===== config.mk =====
export PLATFORM = sky130hd
export DESIGN_NAME = dual_crc16_block_check_flat
export DESIGN_NICKNAME = d
export VERILOG_FILES = /design/src/hdl/dcbc_pkg.sv /design/src/hdl/dcbc_if.sv /design/src/hdl/dual_crc16_block_check.sv /design/src/hdl/dcbc_crc_core.sv /design/src/flat_wrapper.sv
export SDC_FILE = /design/constraint.sdc
export NUM_CORES = 1
export LEC_CHECK = 0
export BUFFER_PORTS_ARGS = -buffer_cell sky130_fd_sc_hd__buf_2
export CORE_MARGIN = 8
export CORE_UTILIZATION = 55
export CTS_BUF_LIST = sky130_fd_sc_hd__clkbuf_4 sky130_fd_sc_hd__clkbuf_8 sky130_fd_sc_hd__clkbuf_16
export DETAILED_ROUTE_END_ITERATION = 8
export PLACE_DENSITY = 0.77
export RECOVER_POWER = 25
export SLEW_MARGIN = 20
export SYNTH_ARGS = -nofsm -noshare
export SYNTH_HDL_FRONTEND = slang
export SYNTH_HIERARCHICAL = 1
export SYNTH_SLANG_ARGS = --single-unit

===== constraint.sdc =====
create_clock -name clk -period 3.4 [get_ports clk]
set_clock_uncertainty 0.2 [all_clocks]
set_input_delay 0.34 -clock clk [delete_from_list [all_inputs] [get_ports clk]]
set_output_delay 0.34 -clock clk [all_outputs]
set_load 0.05 [all_outputs]

===== src/hdl/dcbc_pkg.sv =====
package dcbc_pkg;

  localparam logic [15:0] CRC_POLY = 16'h8005;
  localparam logic [15:0] CRC_INIT = 16'h0000;

  // Control for one CRC update in the core
  typedef struct packed {
    logic fire;
    logic last_byte;
  } step_ctl_t;

  // One finished block check
  typedef struct packed {
    logic        crc_ok;
    logic [15:0] crc_plain;
    logic [15:0] crc_reflected;
  } crc_res_t;

  // Reverse the bit order of a byte
  function automatic logic [7:0] rev8(input logic [7:0] v);
    logic [7:0] r;
    for (int i = 0; i < 8; i++) begin
      r[i] = v[7 - i];
    end
    return r;
  endfunction

  // Reverse the bit order of a 16-bit word
  function automatic logic [15:0] rev16(input logic [15:0] v);
    logic [15:0] r;
    for (int i = 0; i < 16; i++) begin
      r[i] = v[15 - i];
    end
    return r;
  endfunction

  // Shift one byte MSB-first through a CRC-16 register
  function automatic logic [15:0] crc_byte(input logic [15:0] crc_in, input logic [7:0] b);
    logic [15:0] crc;
    logic        fb;
    crc = crc_in;
    for (int i = 0; i < 8; i++) begin
      fb  = crc[15] ^ b[7 - i];
      crc = {crc[14:0], 1'b0};
      if (fb) begin
        crc = crc ^ CRC_POLY;
      end
    end
    return crc;
  endfunction

endpackage


===== src/hdl/dcbc_if.sv =====
interface dcbc_in_if;
  logic        valid;
  logic        ready;
  logic [7:0]  data_byte;
  logic        last_byte;
  logic [15:0] expected_crc;

  modport source (output valid, output data_byte, output last_byte, output expected_crc,
                  input ready);
  modport sink (input valid, input data_byte, input last_byte, input expected_crc,
                output ready);
endinterface

interface dcbc_out_if;
  logic        valid;
  logic        ready;
  logic        crc_ok;
  logic [15:0] crc_plain;
  logic [15:0] crc_reflected;

  modport source (output valid, output crc_ok, output crc_plain, output crc_reflected,
                  input ready);
  modport sink (input valid, input crc_ok, input crc_plain, input crc_reflected,
                output ready);
endinterface


===== src/hdl/dual_crc16_block_check.sv =====
// Checks a block of bytes, one byte per beat, against an expected CRC under two
// CRC-16 variants at once (poly 0x8005, init 0): the plain MSB-first form (UMTS) and the
// reflected form (ARC). The beat flagged last_byte closes the block: it yields one
// result beat with both CRCs and crc_ok, set when either equals expected_crc, and
// both CRCs restart at zero. Other beats yield no result. The block takes one byte per
// cycle, back to back, while no last byte waits on a stalled result; the rate is set
// by the CRC state registers, which fold a whole byte (eight unrolled bit steps) each
// cycle. A last byte is held in the input register, then the result register loads
// when it is consumed, and the result is on out_ch from that load on. A stalled
// result holds back only the next last byte; other bytes keep flowing. expected_crc
// is only looked at on the last byte.
module dual_crc16_block_check (
  input  logic             clk,
  input  logic             rst_n,
  dcbc_in_if.sink          in_ch,
  dcbc_out_if.source       out_ch
);

  // Input register
  logic        in_vld_r, in_vld_nxt;
  logic [7:0]  in_byte_r;
  logic        in_last_r;
  logic [15:0] in_exp_r;

  // Result register
  logic               out_vld_r, out_vld_nxt;
  dcbc_pkg::crc_res_t out_res_r;
  dcbc_pkg::crc_res_t res;

  dcbc_pkg::step_ctl_t ctl;
  logic                out_free;
  logic                in_take;

  // Consume a held beat when it needs no result slot or the slot frees up
  assign out_free      = !out_vld_r || out_ch.ready;
  assign ctl.fire      = in_vld_r && (!in_last_r || out_free);
  assign ctl.last_byte = in_last_r;
  assign in_ch.ready   = !in_vld_r || ctl.fire;
  assign in_take       = in_ch.valid && in_ch.ready;

  dcbc_crc_core u_core (
    .clk          (clk),
    .rst_n        (rst_n),
    .ctl          (ctl),
    .data_byte    (in_byte_r),
    .expected_crc (in_exp_r),
    .res          (res)
  );

  // Hold or refill the input register
  always_comb begin
    in_vld_nxt = in_vld_r;
    if (in_ch.ready) begin
      in_vld_nxt = in_ch.valid;
    end
  end

  // Load a result on a closing beat, drop it once taken
  always_comb begin
    out_vld_nxt = out_vld_r;
    if (ctl.fire && ctl.last_byte) begin
      out_vld_nxt = 1'b1;
    end else if (out_ch.ready) begin
      out_vld_nxt = 1'b0;
    end
  end

  always_ff @(posedge clk) begin
    if (!rst_n) begin
      in_vld_r  <= 1'b0;
      out_vld_r <= 1'b0;
    end else begin
      in_vld_r  <= in_vld_nxt;
      out_vld_r <= out_vld_nxt;
    end
  end

  always_ff @(posedge clk) begin
    if (in_take) begin
      in_byte_r <= in_ch.data_byte;
      in_last_r <= in_ch.last_byte;
      in_exp_r  <= in_ch.expected_crc;
    end
    if (ctl.fire && ctl.last_byte) begin
      out_res_r <= res;
    end
  end

  assign out_ch.valid         = out_vld_r;
  assign out_ch.crc_ok        = out_res_r.crc_ok;
  assign out_ch.crc_plain     = out_res_r.crc_plain;
  assign out_ch.crc_reflected = out_res_r.crc_reflected;

endmodule


===== src/hdl/dcbc_crc_core.sv =====
module dcbc_crc_core (
  input  logic                clk,
  input  logic                rst_n,
  input  dcbc_pkg::step_ctl_t ctl,
  input  logic [7:0]          data_byte,
  input  logic [15:0]         expected_crc,
  output dcbc_pkg::crc_res_t  res
);

  logic [15:0] plain_r, plain_nxt;
  logic [15:0] refl_r, refl_nxt;
  logic [15:0] plain_upd, refl_upd, refl_out;

  // Fold the byte into both running CRCs
  assign plain_upd = dcbc_pkg::crc_byte(plain_r, data_byte);
  assign refl_upd  = dcbc_pkg::crc_byte(refl_r, dcbc_pkg::rev8(data_byte));
  assign refl_out  = dcbc_pkg::rev16(refl_upd);

  // Result for the closing beat of a block
  always_comb begin
    res.crc_plain     = plain_upd;
    res.crc_reflected = refl_out;
    res.crc_ok        = (plain_upd == expected_crc) || (refl_out == expected_crc);
  end

  // Advance on each beat, restart after the last one
  always_comb begin
    plain_nxt = plain_r;
    refl_nxt  = refl_r;
    if (ctl.fire) begin
      if (ctl.last_byte) begin
        plain_nxt = dcbc_pkg::CRC_INIT;
        refl_nxt  = dcbc_pkg::CRC_INIT;
      end else begin
        plain_nxt = plain_upd;
        refl_nxt  = refl_upd;
      end
    end
  end

  always_ff @(posedge clk) begin
    if (!rst_n) begin
      plain_r <= dcbc_pkg::CRC_INIT;
      refl_r  <= dcbc_pkg::CRC_INIT;
    end else begin
      plain_r <= plain_nxt;
      refl_r  <= refl_nxt;
    end
  end

endmodule

===== src/flat_wrapper.sv =====
// flat-port wrapper written by rule: the top's interface ports become plain ports
module dual_crc16_block_check_flat 
  (clk, rst_n, in_ch_valid, in_ch_data_byte, in_ch_last_byte, in_ch_expected_crc, in_ch_ready, out_ch_valid, out_ch_crc_ok, out_ch_crc_plain, out_ch_crc_reflected, out_ch_ready);
  dcbc_in_if in_ch_i ();
  dcbc_out_if out_ch_i ();
  input  logic clk;
  input  logic rst_n;
  input wire logic [$bits(in_ch_i.valid)-1:0] in_ch_valid;
  input wire logic [$bits(in_ch_i.data_byte)-1:0] in_ch_data_byte;
  input wire logic [$bits(in_ch_i.last_byte)-1:0] in_ch_last_byte;
  input wire logic [$bits(in_ch_i.expected_crc)-1:0] in_ch_expected_crc;
  output wire logic [$bits(in_ch_i.ready)-1:0] in_ch_ready;
  output wire logic [$bits(out_ch_i.valid)-1:0] out_ch_valid;
  output wire logic [$bits(out_ch_i.crc_ok)-1:0] out_ch_crc_ok;
  output wire logic [$bits(out_ch_i.crc_plain)-1:0] out_ch_crc_plain;
  output wire logic [$bits(out_ch_i.crc_reflected)-1:0] out_ch_crc_reflected;
  input wire logic [$bits(out_ch_i.ready)-1:0] out_ch_ready;
  assign in_ch_i.valid = in_ch_valid;
  assign in_ch_i.data_byte = in_ch_data_byte;
  assign in_ch_i.last_byte = in_ch_last_byte;
  assign in_ch_i.expected_crc = in_ch_expected_crc;
  assign in_ch_ready = in_ch_i.ready;
  assign out_ch_valid = out_ch_i.valid;
  assign out_ch_crc_ok = out_ch_i.crc_ok;
  assign out_ch_crc_plain = out_ch_i.crc_plain;
  assign out_ch_crc_reflected = out_ch_i.crc_reflected;
  assign out_ch_i.ready = out_ch_ready;
  dual_crc16_block_check u_core (.clk(clk), .rst_n(rst_n), .in_ch(in_ch_i), .out_ch(out_ch_i));
endmodule

==> metrics <==
area of the core=between 8000 and 9000 µm²; Synth top area share=between 30% and 40%; GRT Residual Overflow=0; Fmax=~340 MHz; critical path type=reg -> reg; Max Cap Viol=0; Seq/Total Area, Yosys=53.1%; DRC Markers=0; placed cell count=about 550; CTS Sinks=just over 90; Initial Util=between 50% and 60%; Starting DRT DRC Count=260; post-cts resize count=0; Max transition margin=between 40% and 50%; EDFF count, synth=58; first-pass GRT wire length=~16000 µm; Hold Crit Class=in -> reg; post-DR wirelength/cell=17.0 µm; Max VDD drop=~260 µV; Cells after Synth=roughly 400; Finished Cell Area=5350 µm²; Clk Latency, worst-skew pair=about 350 ps; Setup Fix Bufs, Post-CTS=0; area leader, netlist=edfxtp_1; power density over cell area=around 500 nW/µm²; Ant. Diodes=0; setup TNS=0 ps; root buffer cell=clkbuf_8; CP required=between 3000 and 4000 ps; DP Wirelength=about 7000 µm; DR vias=3192; register area=~2400 µm²; Fillers=slightly above 600; Chip Width=roughly 110 µm; H-tree depth=3; P&R area growth vs syn=17.1%; WP data arrival=2930 ps; Max Slew Vio Count=0; die area=between 10000 and 15000 µm²; Cell Count, Final, Fillers Out=just under 600; Slew @ Worst Pin=856 ps; share of layout cells above drive strength 1=19.3%; number of iterations in the first detailed-routing pass=5; Synth area leaders=edfxtp_1 (38%), dfxtp_1 (15%), xnor2_1 (8.8%); synthesized flop and latch total=just over 90; final setup violation count=0; via/cell ratio=~5.4; post-synth cell types=47; CTS tree=built; GRT Util Overall=between 10% and 20%; cell area after synthesis=4560 µm²; status=completed; pin count of the biggest net entering global routing=37; Post-Syn Nets=approximately 430; Avg Synthesized Cell Area=approximately 11 µm²; IO Pins=between 60 and 70; final worst-path cycle share=86.1%; multi-input logic area=1860 µm²; clk slew on worst S/H paths=around 90 ps; synth warn=6; CP Max Fanout=11; maximum clock path buffer count=2; number of global-route vias before repair=between 3000 and 4000; top_reg_cell synth=edfxtp_1; cell with the most instances after synthesis=edfxtp_1; Routed Wire Length=between 10000 and 15000 µm; # hold bufs at CTS=25; routability congestion estimate=around 1; Setup crit start kind=flop; initial antenna violation count=0; nets=about 500; Placement Cell Area=about 4900 µm²; minimum clock period=2930 ps; FP Rows=33; Final Hold Viols=0; CP Capture Type=flop; CTS Buf Count=9; asr flop ratio synth=0%; Post-synth top cells=edfxtp_1 (58), xnor2_1 (46), dfxtp_1 (34), inv_1 (31), o22ai_1 (25); RSZ-0062 raised after global routing=false; IO Port Bufs=63; Die Ht=between 100 and 150 µm; LEAKAGE=approximately 2.0 nW; DRT antenna net count=0
-- sequential cells by signal, indices dropped and copies added (netlist names) --
signal                       cells
u_core/in_exp_r                 16
u_core/out_ch.crc_plain         16
u_core/out_ch.crc_reflected     16
u_core/u_core/plain_r           16
u_core/u_core/refl_r            16
u_core/in_byte_r                 8
u_core/in_last_r                 1
u_core/in_vld_r                  1
u_core/out_ch.crc_ok             1
u_core/out_ch.valid              1
-- final timing paths --
| kind | startpoint | to | slack (ps) | depth (start not counted) |
|---|---|---|---|---|
| setup / recovery | u_core/in_byte_r[0]$_DFFE_PP_ | u_core/out_ch.crc_ok$_DFFE_PP_ | 470 | 7 |
| hold / removal | in_ch_valid | u_core/in_vld_r$_SDFFE_PN0P_ | 20 | 3 |
| hold reg to reg | u_core/out_ch.valid$_SDFFE_PN0P_ | u_core/out_ch.valid$_SDFFE_PN0P_ | 310 | 2 |
| setup reg to reg | u_core/in_byte_r[0]$_DFFE_PP_ | u_core/out_ch.crc_ok$_DFFE_PP_ | 470 | 7 |
-- where the power goes --
part	internal, W	total (W)	switching [W]
Clock	0.000359	0.000736	0.000377
Sequential	0.00126	0.00131	0.0000472
Combinational	0.000264	0.000634	0.000370
-- layout make-up --
type / instances / area share [%]
multi-input combinational: 247 / 34.8
clock inverter: 5 / 1.15
tap: 105 / 2.46
clock buffer: 11 / 2.60
sequential: 92 / 45.3
inverter: 33 / 2.32
timing repair buffer: 95 / 11.3
-- critical path: stages (launching register included) --
cell	delay [ps]
edfxtp_1	460
xnor2_2	320
xnor3_1	680
xnor2_1	240
and2_1	160
a2111oi_0	390
o2111ai_1	160
o21ai_1	160
-- logic make-up after synthesis --
logic type,after synthesis,synth area share (%)
AOI/OAI and AO/OA,60,8.39
xor gates and xnor gates,83,19.4
buffers and inverters,60,6.03
DFF,92,53.1
muxes,1,0.247
and+or+nand+nor,103,12.8
-- routing by layer --
layer / global-route usage, % / up-vias / share of wire (%)
li1: - / 1517 / -
met1: 23.9 / 1486 / 43
met2: 27.9 / 162 / 46
met3: 5.88 / 27 / 8.5
met4: 6.53 / 0 / 2.0
met5: 0 / - / 0
-- layout by cell type (no fill, tap or decap), types with 7 or more instances in the layout --
master         instances
a21oi_1               13
nor2b_1               20
dlygate4sd3_1         25
xnor2_1               46
o22ai_1               25
dfxtp_1               34
buf_4                  7
clkbuf_8               9
buf_2                 52
xnor2_2                8
and2_1                24
xor2_1                21
nor3_1                 7
clkbuf_1              10
inv_1                 31
nand2_1               23
edfxtp_1              58
-- stage by stage --
| step | power, W | utilization [%] | hold slack, ps | setup WS [ps] |
|---|---|---|---|---|
| 5_1_grt | 0.00280 | 65.7 | 20.3 | 220 |
| 2_1_floorplan | 0.00181 | - | 239 | 600 |
| 6_report | 0.00268 | 65.7 | 21.5 | 473 |
| 4_1_cts | 0.00269 | 66.1 | 7.73 | 492 |
| 3_3_place_gp | 0.00192 | 60.5 | 305 | 649 |
| 3_5_place_dp | 0.00193 | 60.5 | 295 | 516 |
No activity file was read; power rests on OpenSTA's default activity.
